## config.mk

```make
export PLATFORM = sky130hd
export DESIGN_NAME = bwec_ctrl
export DESIGN_NICKNAME = d
export VERILOG_FILES = /design/src/rtl/bwec_pkg.sv /design/src/rtl/bwec_ctrl.sv
export SDC_FILE = /design/constraint.sdc
export NUM_CORES = 1
export LEC_CHECK = 0
export ABC_AREA = 1
export BUFFER_PORTS_ARGS = -buffer_cell sky130_fd_sc_hd__buf_2
export CORE_MARGIN = 4
export CORE_UTILIZATION = 49
export DETAILED_ROUTE_END_ITERATION = 16
export PLACE_DENSITY_LB_ADDON = 0.05
export SYNTH_ARGS = -nofsm -noshare
export SYNTH_HDL_FRONTEND = slang
export SYNTH_SLANG_ARGS = --single-unit
```

## constraint.sdc

```tcl
create_clock -name i_clk -period 1.98 [get_ports i_clk]
set_input_delay 0.198 -clock i_clk [delete_from_list [all_inputs] [get_ports i_clk]]
set_output_delay 0.198 -clock i_clk [all_outputs]
set_load 0.1 [all_outputs]
```

## src/rtl/bwec_pkg.sv

```systemverilog
// Package: shared constants, types and codes of the binned weighted efficiency counter.
package bwec_pkg;

    // Table geometry.
    localparam int PHOTON_ETA_BINS = 2;
    localparam int JET_ETA_BINS    = 3;
    localparam int PT_BINS         = 32;
    localparam int NBINS           = PHOTON_ETA_BINS * JET_ETA_BINS * PT_BINS;
    localparam int BIN_W           = $clog2(NBINS);

    // Field widths.
    localparam int WEIGHT_W = 24;
    localparam int SUM_W    = 48;
    localparam int SQ_W     = 64;
    localparam int EFF_W    = 18;
    localparam int ERR_W    = 32;
    localparam int STAT_W   = 2;

    // Width of the shared multiplier and divider words.
    localparam int MW    = 192;
    localparam int DCNT_W = 6;
    localparam logic [DCNT_W-1:0] EFF_STEPS = DCNT_W'(17);
    localparam logic [DCNT_W-1:0] ERR_STEPS = DCNT_W'(32);

    localparam logic [EFF_W-1:0] EFF_POS_MAX = 18'h1FFFF;
    localparam logic [EFF_W-1:0] EFF_NEG_MAX = 18'h20000;

    // Action codes.
    localparam logic ACT_RECORD = 1'b0;
    localparam logic ACT_READ   = 1'b1;

    // Result status codes.
    localparam logic [STAT_W-1:0] STAT_OK    = 2'd0;
    localparam logic [STAT_W-1:0] STAT_PZERO = 2'd1;
    localparam logic [STAT_W-1:0] STAT_TZERO = 2'd2;

    // One row of the bin table.
    typedef struct packed {
        logic [SUM_W-1:0] tw;
        logic [SQ_W-1:0]  tw2;
        logic [SUM_W-1:0] pw;
        logic [SQ_W-1:0]  pw2;
    } t_row;

    typedef enum logic [3:0] {
        S_IDLE, S_REC, S_LOAD, S_ELD, S_EDIV, S_MUL, S_XLD, S_XDIV, S_DONE
    } t_state;

    // Operand selection for the shift-add multiplier.
    typedef enum logic [2:0] {
        MSEL_FF, MSEL_XPE2, MSEL_PP, MSEL_YFE2, MSEL_TT, MSEL_ZZ
    } t_msel;

    // Where a finished product is kept.
    typedef enum logic [1:0] {
        SAVE_NONE, SAVE_A, SAVE_B, SAVE_DEN
    } t_save;

    // Operand selection for the divider.
    typedef enum logic {
        DSEL_EFF, DSEL_ERR
    } t_dsel;

    typedef struct packed {
        logic  cap;
        logic  rec_wr;
        logic  load;
        logic  div_ld;
        t_dsel div_sel;
        logic  div_step;
        logic  eff_save;
        logic  mul_ld;
        t_msel mul_sel;
        logic  mul_step;
        t_save save;
        logic  out_ld;
    } t_cmd;

    typedef struct packed {
        logic special;
        logic mul_done;
        logic div_done;
        logic out_busy;
    } t_sts;

endpackage

```

## src/rtl/bwec_ctrl.sv

```systemverilog
// Controller: sequences record updates and the efficiency and error calculation.
module bwec_ctrl (
    input  logic           i_clk,
    input  logic           i_rst_n,
    input  logic           i_in_valid,
    input  logic           i_action,
    input  bwec_pkg::t_sts i_sts,
    output logic           o_in_ready,
    output bwec_pkg::t_cmd o_cmd
);
    import bwec_pkg::*;

    t_state     r_state, n_state;
    logic [2:0] r_mstep, n_mstep;

    // State and multiply step registers.
    always_ff @(posedge i_clk) begin
        if (!i_rst_n) begin
            r_state <= S_IDLE;
            r_mstep <= '0;
        end else begin
            r_state <= n_state;
            r_mstep <= n_mstep;
        end
    end

    // Next state and commands.
    always_comb begin
        n_state    = r_state;
        n_mstep    = r_mstep;
        o_in_ready = 1'b0;
        o_cmd      = '0;
        unique case (r_state)
            S_IDLE: begin
                o_in_ready = 1'b1;
                if (i_in_valid) begin
                    o_cmd.cap = 1'b1;
                    n_state   = (i_action == ACT_READ) ? S_LOAD : S_REC;
                end
            end
            S_REC: begin
                o_cmd.rec_wr = 1'b1;
                n_state      = S_IDLE;
            end
            S_LOAD: begin
                o_cmd.load = 1'b1;
                n_state    = i_sts.special ? S_DONE : S_ELD;
            end
            S_ELD: begin
                o_cmd.div_ld  = 1'b1;
                o_cmd.div_sel = DSEL_EFF;
                n_state       = S_EDIV;
            end
            S_EDIV: begin
                if (!i_sts.div_done) begin
                    o_cmd.div_step = 1'b1;
                end else begin
                    o_cmd.eff_save = 1'b1;
                    o_cmd.mul_ld   = 1'b1;
                    o_cmd.mul_sel  = MSEL_FF;
                    n_mstep        = '0;
                    n_state        = S_MUL;
                end
            end
            S_MUL: begin
                if (!i_sts.mul_done) begin
                    o_cmd.mul_step = 1'b1;
                end else begin
                    n_mstep = r_mstep + 3'd1;
                    // Each finished product but the last starts the next one; the last is kept as the denominator.
                    case (r_mstep)
                        3'd0: begin
                            o_cmd.mul_ld  = 1'b1;
                            o_cmd.mul_sel = MSEL_XPE2;
                        end
                        3'd1: begin
                            o_cmd.save    = SAVE_A;
                            o_cmd.mul_ld  = 1'b1;
                            o_cmd.mul_sel = MSEL_PP;
                        end
                        3'd2: begin
                            o_cmd.mul_ld  = 1'b1;
                            o_cmd.mul_sel = MSEL_YFE2;
                        end
                        3'd3: begin
                            o_cmd.save    = SAVE_B;
                            o_cmd.mul_ld  = 1'b1;
                            o_cmd.mul_sel = MSEL_TT;
                        end
                        3'd4: begin
                            o_cmd.mul_ld  = 1'b1;
                            o_cmd.mul_sel = MSEL_ZZ;
                        end
                        default: begin
                            o_cmd.save = SAVE_DEN;
                            n_state    = S_XLD;
                        end
                    endcase
                end
            end
            S_XLD: begin
                o_cmd.div_ld  = 1'b1;
                o_cmd.div_sel = DSEL_ERR;
                n_state       = S_XDIV;
            end
            S_XDIV: begin
                if (!i_sts.div_done) begin
                    o_cmd.div_step = 1'b1;
                end else begin
                    n_state = S_DONE;
                end
            end
            S_DONE: begin
                if (!i_sts.out_busy) begin
                    o_cmd.out_ld = 1'b1;
                    n_state      = S_IDLE;
                end
            end
            default: n_state = S_IDLE;
        endcase
    end

endmodule

```

# Word-level counts from Yosys, hierarchy flattened
# Cells that the tools add are included.
[classes]
n_reduce_logical = 8
n_addsub = 1
n_mux = 31
n_eq_ne = 18
[op_table]
columns = ["cell", "count"]
rows = [
  ["4-bit two-way mux", 8],
  ["4-bit case mux with 8 select lines", 1],
  ["4-bit case mux with 5 select lines", 1],
  ["4-bit by 3-bit equality test with 1-bit output (second input constant)", 4],
  ["2-bit != test (second input constant)", 6],
  ["1-bit two-way mux", 11],
  ["3-bit two-way mux", 3],
  ["4-bit by 2-bit equality test with 1-bit output (second input constant)", 2],
  ["4-bit case mux with 2 select lines", 1],
  ["3-bit by 2-bit equality test with 1-bit output (second input constant)", 2],
  ["2-bit case mux with 3 select lines", 1],
  ["3-bit case mux with 2 select lines", 1],
  ["6-bit AND reduction", 1],
  ["5-bit two-way mux", 1],
  ["5-bit OR reduction", 1],
  ["4-bit by 1-bit equality test with 1-bit output (second input constant)", 1],
  ["4-bit equality test (second input constant)", 1],
  ["4-bit zero test", 1],
  ["2-bit two-way mux", 2],
  ["2-bit case mux with 2 select lines", 1],
  ["3-bit by 1-bit adder with 3-bit output (second input constant)", 1],
  ["3-bit by 1-bit equality test with 1-bit output (second input constant)", 1],
  ["3-bit equality test (second input constant)", 1],
  ["3-bit zero test", 1],
  ["4 further kinds", 4],
]
[word_totals]
input_bits = 8
out_inout_bits = 16
regBits = 7

# Logic depth before layout (Yosys ltp)
# Gate-level depths: netlist (run 1).
[logic_depth]
word_depth = 5
depth_mapped = 9
depth_no_buf = 9

# Worst setup path after synthesis (run 1)
# OpenSTA, ideal clock, no wires.
[synth_timing]
kind = "register to output"
startpoint = "register r_state[0]"
endpoint = "output o_cmd[0] (netlist bit)"
path_slack_ps = -1622
path_stages_with_launch = 4
n_path_buf = 0
t_arrival_ps = 3404
cell_sequence = "dfxtp_1 -> nor2_2 -> inv_2 -> nor4_1"
[synth_lines]
columns = ["item", "line_no", "source"]
rows = [
  ["start, declared", "bwec_ctrl.sv:13", "t_state r_state, n_state;"],
  ["start signal, assigned", "bwec_ctrl.sv:22", "r_state <= n_state;"],
  ["end, declared", "bwec_ctrl.sv:9", "output bwec_pkg::t_cmd o_cmd"],
]

==> results of run 1 <==
cells in the mapped netlist, types with 2 or more instances:
master,n
nand3_2,3
nand2_4,3
nand2_2,2
inv_1,14
nor2_2,5
dfxtp_1,7
nor2_1,14
nand3_1,9
o21ai_1,4
nor3_1,2
a21oi_2,2
ha_1,5
a21oi_1,8
nand2_1,19
o21ai_0,2
o22ai_1,2
inv_2,8
per-stage QoR:
step / util (%) / total power, mW / hold WS, ns / cells
6_report: 74.3 / 1.46 / 0.230 / 157
2_1_floorplan: - / 1.16 / 0.344 / 114
3_3_place_gp: 70.7 / 1.30 / 0.480 / 152
3_5_place_dp: 70.7 / 1.32 / 0.475 / 152
5_1_grt: 74.3 / 1.57 / 0.240 / 157
4_1_cts: 73.0 / 1.44 / 0.227 / 156
cells in the final DEF, fill, tap and decap left out:
master / instances
buf_2: 17
inv_1: 14
clkbuf_1: 1
inv_2: 8
dfxtp_2: 1
nand3_1: 9
o21ai_2: 1
nor4_4: 1
nand2_4: 3
nor2_4: 1
a21oi_1: 8
nand3_2: 3
a211oi_2: 1
nor2_1: 8
o21ai_1: 4
nand2_2: 2
o21ai_0: 1
buf_4: 3
nand2_1: 19
o22ai_1: 2
nor2_8: 1
nor3_4: 2
dfxtp_1: 6
nor2_2: 11
ha_1: 5
a21oi_4: 1
clkbuf_4: 5
a21oi_2: 2
buf_12: 2
sequential cells by signal, summed over array words and instances (netlist names):
name / flops
r_state: 4
r_mstep: 3
path summary, 6_finish.rpt:
path / start / end / slack, ns
worst max-delay path: r_mstep[0]$_SDFFE_PN0P_ / o_cmd[7] / 0.12
worst min-delay path: i_rst_n / r_mstep[1]$_SDFFE_PN0P_ / 0.23
worst max register to register: r_mstep[0]$_SDFFE_PN0P_ / r_state[2]$_SDFFE_PN0P_ / 0.44
worst min register to register: r_mstep[1]$_SDFFE_PN0P_ / r_mstep[1]$_SDFFE_PN0P_ / 0.56
tightest hold or removal path: stages:
cell and delay, ns:
buf_2 0.11, o21ai_1 0.07, nor2_1 0.05
per-layer routing:
| metal | vias up | global-route usage, % | routed length, um |
|---|---|---|---|
| met5 | - | 0 | 0 |
| met4 | 0 | 3.31 | 0 |
| met3 | 0 | 1.17 | 116 |
| met2 | 20 | 26.6 | 693 |
| met1 | 334 | 21.9 | 797 |
| li1 | 420 | - | - |
power by group:
group,internal (mW),switching [mW]
logic,0.249,0.850
clock network,0.0762,0.0417
registers,0.183,0.0631
total,0.509,0.955
cell families after synthesis:
group	count (synthesis)	synth area share [%]
buffers and inverters	22	11.3
AO/OA/AOI/OAI	20	16.9
AND/OR/NAND/NOR	60	44.2
flip-flops	7	19.1
adder cells (fa/ha/maj)	5	8.53
layout make-up:
cell class                      count  area (um^2)
Clock buffer                        4         26.3
Sequential cell                     7          141
Fill cell                         103          347
Tap cell                           15         18.8
Multi-Input combinational cell     85          572
Inverter                           22         82.6
Timing Repair Buffer               24          163
what timing repair did:
item | in CTS | in global routing
endpoints found under the setup margin | 2 | 4
hold buffers | 0 | 0
buffers inserted | 0 | 1
resized for setup | 3 | 4
==> metrics.md, run 1 <==
| Metric | Value |
|---|---|
| VDD IR-drop max | 801 uV |
| Ports | 24 |
| CTS Buffer Depth | 2 |
| Number of I/O port buffers | 23 |
| Max-Cap Viols | 0 |
| WP data required | ~1.8 ns |
| Crit share post-route | 93.9% |
| Hpwl dp | between 1000 and 1500 um |
| Kind of critical path | register to output port |
| RSZ-0062 raised after global routing | no |
| Max-slew headroom | approximately two thirds |
| Crit path buf inv count | 2 |
| Hold Path Class | input port to register |
| Static leakage | 0.535 nW |
| Slowest CP cell | dfxtp_1 |
| DP Area | 955 um^2 |
| Die Y | around 47 um |
| Clock skew | between 0.0015 and 0.002 ns |
| Initial antenna violation count | 0 |
| Vias per cell | between 4 and 5 |
| PD cells | roughly 1500 nW/um^2 |
| Setup crit start kind | register |
| Worst hold stages | 3 |
| Sequential-to-total area share from yosys stat | 19.1% |
| Post-layout min period | approximately 1.9 ns |
| TritonCTS clock tree | built |
| Die W | around 47 um |
| Num rows | 13 |
| Top post-synthesis cells by area | dfxtp_1 19%, nand2_1 9.7%, ha_1 8.5%, inv_1 7.2%, nor2_1 7.2% |
| Synthesized area per cell | 6.43 um^2 |
| CTS Sinks | 7 |
| Area Growth Syn to Fin | 36.9% |
| Num CTS Buffers | 3 |
| Largest net degree at the start of global routing | 8 |
| Htree depth | 1 |
| Post-Layout Inst Area | between 1000 and 1500 um^2 |
| Vias in the first global route | 659 |
| Global-route usage over all layers | between 15 and 20% |
| Critical Path Most Common Cell | nand2_1 |
| Clk_lat worst skew | ~0.23 ns |
| Synth unique cells | 22 |
| Fin worst setup slack | 0.121 ns |
| Core box area | 1350 um^2 |
| Root Buffer | clkbuf_4 |
| Drt pass-1 iters | 4 |
| Warnings from Yosys | 0 |
| Final Routed Wirelength | around 1600 um |
| # diodes | 0 |
| Reg2reg path depth | 8 |
| Share of cells above drive strength 1 | between 40 and 50% |
| First-pass GRT wire length | 2560 um |
| Slew Limit Fails | 0 |
| CP Capture Type | output port |
| Final Hold Vio Count | 0 |
| Setup TNS | 0 ns |
| Syn_nets | 127 |
| Starting Density | ~54% |
| Max incr delay on CP | approximately 0.38 ns |
| Vias | 774 |
| Synthesized netlist cell count | approximately 110 |
| Detail Route Antenna Nets | 0 |
| CP top delay family | flip-flops |
| Worst Path Max Fanout | 4 |
| Grt ovf | 0 |
| Initial DRC count | 16 |
| Yosys reg bits | 7 |
| Yosys top cell by area | dfxtp_1 |
| Achievable Freq | roughly 540 MHz |
| Worst Tran Pin Value | around 0.49 ns |
| WP depth | 7 |
| Ys async rst share | 0% |
| Clk slew on worst S/H paths | ~0.05 ns |
| Outcome | finished, final reports clean |
| Gp weighted congestion | roughly 0.87 |
| Pre-CTS setup slack | around 0.2 ns |
| Cell breakdown of the critical path | inv_1 -> ha_1 -> o21ai_2 -> nand2_1 -> nand3_1 -> nand2_1 -> buf_4 |
| WL/cell | 10.2 um |
| Worst path arrival time | approximately 1.7 ns |
| Die area | roughly 2200 um^2 |
| Mapped cell area | 733 um^2 |
| # setup viols final | 0 |
| Top-area cell type share of the netlist area | between 10% and 20% |
| Number of enable flip-flop cells after synthesis | 0 |
| Remaining design rule violation count | 0 |
| NumNets Final | ~160 |
| Most used DFF post-synth | dfxtp_1 |
(Power assumes the default switching activity.)
==> inputs of run 2 (changes only) <==
Settings changed: CAP_MARGIN from default to 40, CORE_UTILIZATION 49 to 45.
==> run 2 against run 1 <==
Sequential power barely moved. Critical path depth did not move. Core utilization fell by 8.2 points. Clock power barely moved. Non-clock buffer count did not move. Wire length rose by 8.5%. Cell count rose by 0.64%. Setup slack improved by 0.021 ns. Global-route usage fell by 0.49 points. Sequential share of layout area fell by 0.070 points. First-iteration DRC count rose by 6.3%.
==> metrics.md, run 2 (synthesis results as in run 1) <==
| Metric | Value |
|---|---|
| Outcome | finished, final reports clean |
| NumNets Final | approximately 160 |
| Worst Tran Pin Value | approximately 0.5 ns |
| WHS | 0.223 ns |
| Root Buffer | clkbuf_4 |
| Commonest non-fill, non-tap cell in the layout | nand2_1 |
| Max-Cap Viols | 0 |
| Initial DRC count | 17 |
| Pre-CTS setup slack | ~0.16 ns |
| Slowest CP cell | dfxtp_1 |
| CP Capture Type | output port |
| DP Area | around 960 um^2 |
| Gp weighted congestion | 0.795 |
| Max FFs per register | 4 |
| Die Y | 48.4 um |
| CTS Buffer Depth | 2 |
| Fin worst setup slack | about 0.14 ns |
| Largest net degree at the start of global routing | 8 |
| First-pass GRT wire length | between 2000 and 3000 um |
| Setup crit start kind | register |
| Worst path arrival time | approximately 1.6 ns |
| Die W | a little under 50 um |
| Clock skew | between 0.001 and 0.0015 ns |
| Share of cells above drive strength 1 | 45.8% |
| Area Growth Syn to Fin | 37.5% |
| Crit share post-route | 92.8% |
| Worst Path Max Fanout | 4 |
| Clk_lat worst skew | 0.24 ns |
| Initial antenna violation count | 0 |
| PD cells | around 1500 nW/um^2 |
| Hold Path Class | input port to register |
| Drt pass-1 iters | 4 |
| GRT Max-Usage Layer | met2 |
| Htree depth | 1 |
| Num rows | 14 |
| Met3 usage | 2.76% |
| Final Hold Vio Count | 0 |
| Post-Layout Inst Area | between 1000 and 1500 um^2 |
| Vias per cell | a little over 5 |
| Grt met2 use | a little under a quarter |
| Multi-input logic area | around 570 um^2 |
| Cell breakdown of the critical path | inv_1 -> ha_1 -> o21ai_2 -> nand2_1 -> nand3_1 -> nor2_2 -> buf_4 |
| Final Routed Wirelength | 1740 um |
| TritonCTS clock tree | built |
| Most frequent cells in the layout | 19 x nand2_1, 17 x buf_2, 14 x inv_1 |
| # setup viols final | 0 |
| Placed Cells | about 150 |
| Ports | 24 |
| Starting Density | 48.1% |
| Die area | ~2300 um^2 |
| Kind of critical path | register to output port |
| Number of I/O port buffers | 23 |
| Clk slew on worst S/H paths | around 0.05 ns |
| Largest Register | r_state |
| Fin util | 66.2% |
| WP data required | about 1.8 ns |
| Slew Limit Fails | 0 |
| Grt ovf | 0 |
| Max incr delay on CP | approximately 0.38 ns |
| Post-layout min period | ~1.8 ns |
| WL/cell | 11.0 um |
| # diodes | 0 |
| Regs by FF count | r_state: 4 flops, r_mstep: 3 flops |
| CTS Sinks | 7 |
| Max-slew headroom | about two thirds |
| Hpwl dp | ~1500 um |
| Layout fillers | between 100 and 150 |
| Vias | ~800 |
| Number of hold buffers added after CTS | 0 |
| Seq. cell area | 141 um^2 |
| Met1 usage in global routing | 21.4% |
| Detail Route Antenna Nets | 0 |
| Static leakage | around 0.54 nW |
| Num CTS Buffers | 3 |
| Remaining design rule violation count | 0 |
| Achievable Freq | 544 MHz |
| Cell Count, Final, Fillers Out | 158 |
| Global-route usage over all layers | around 15% |
| Core box area | approximately 1500 um^2 |
| VDD IR-drop max | about 780 uV |
| Vias in the first global route | about 700 |
| RSZ-0062 raised after global routing | no |
-- run 2: routing by layer --
layer	up-vias	share of wire, %
li1	427	-
met1	348	47
met2	26	45
met3	2	7.5
met4	0	0.69
met5	-	0
-- run 2: path summary, 6_finish.rpt --
kind	start	to	slack, ns	depth (start not counted)
setup / recovery	r_mstep[0]$_SDFFE_PN0P_	o_cmd[4]	0.14	7
hold / removal	i_rst_n	r_mstep[1]$_SDFFE_PN0P_	0.22	3
setup reg to reg	r_mstep[0]$_SDFFE_PN0P_	r_state[2]$_SDFFE_PN0P_	0.43	8
hold reg to reg	r_state[0]$_SDFFE_PN0P_	r_state[0]$_SDFFE_PN0P_	0.55	2
-- run 2: power by group --
group          leakage [nW]  switching (mW)  total [mW]  internal, mW
Sequential           0.0576          0.0636       0.247         0.183
Clock                0.0150          0.0446       0.121        0.0764
Combinational         0.463           0.855        1.11         0.252
-- run 2: repair_timing --
item	CTS	global route
endpoints found under the setup margin	2	4
buffers inserted	0	1
resized for setup	2	7
-- run 2: cell type report --
type                            instances  share of cell area, %
Multi-Input combinational cell         85                   56.7
Tap cell                               16                   1.99
Clock buffer                            4                   2.61
Inverter                               22                   8.19
Sequential cell                         7                   14.0
Timing Repair Buffer                   24                   16.5
-- run 2: worst max-delay path, delay by kind of cell (launching register included) --
family / cells / cell delay (ns)
flip-flops: 1 / 0.38
buffers and inverters: 2 / 0.34
AND/OR/NAND/NOR: 3 / 0.28
adder cells (fa/ha/maj): 1 / 0.23
AO/OA/AOI/OAI: 1 / 0.17
-- run 2: metrics by stage --
stage	total power, mW	TNS, ns
global route	1.59	0
finish	1.48	0
global placement	1.31	0
CTS	1.46	0
detailed placement	1.32	0
floorplan	1.16	-0.443
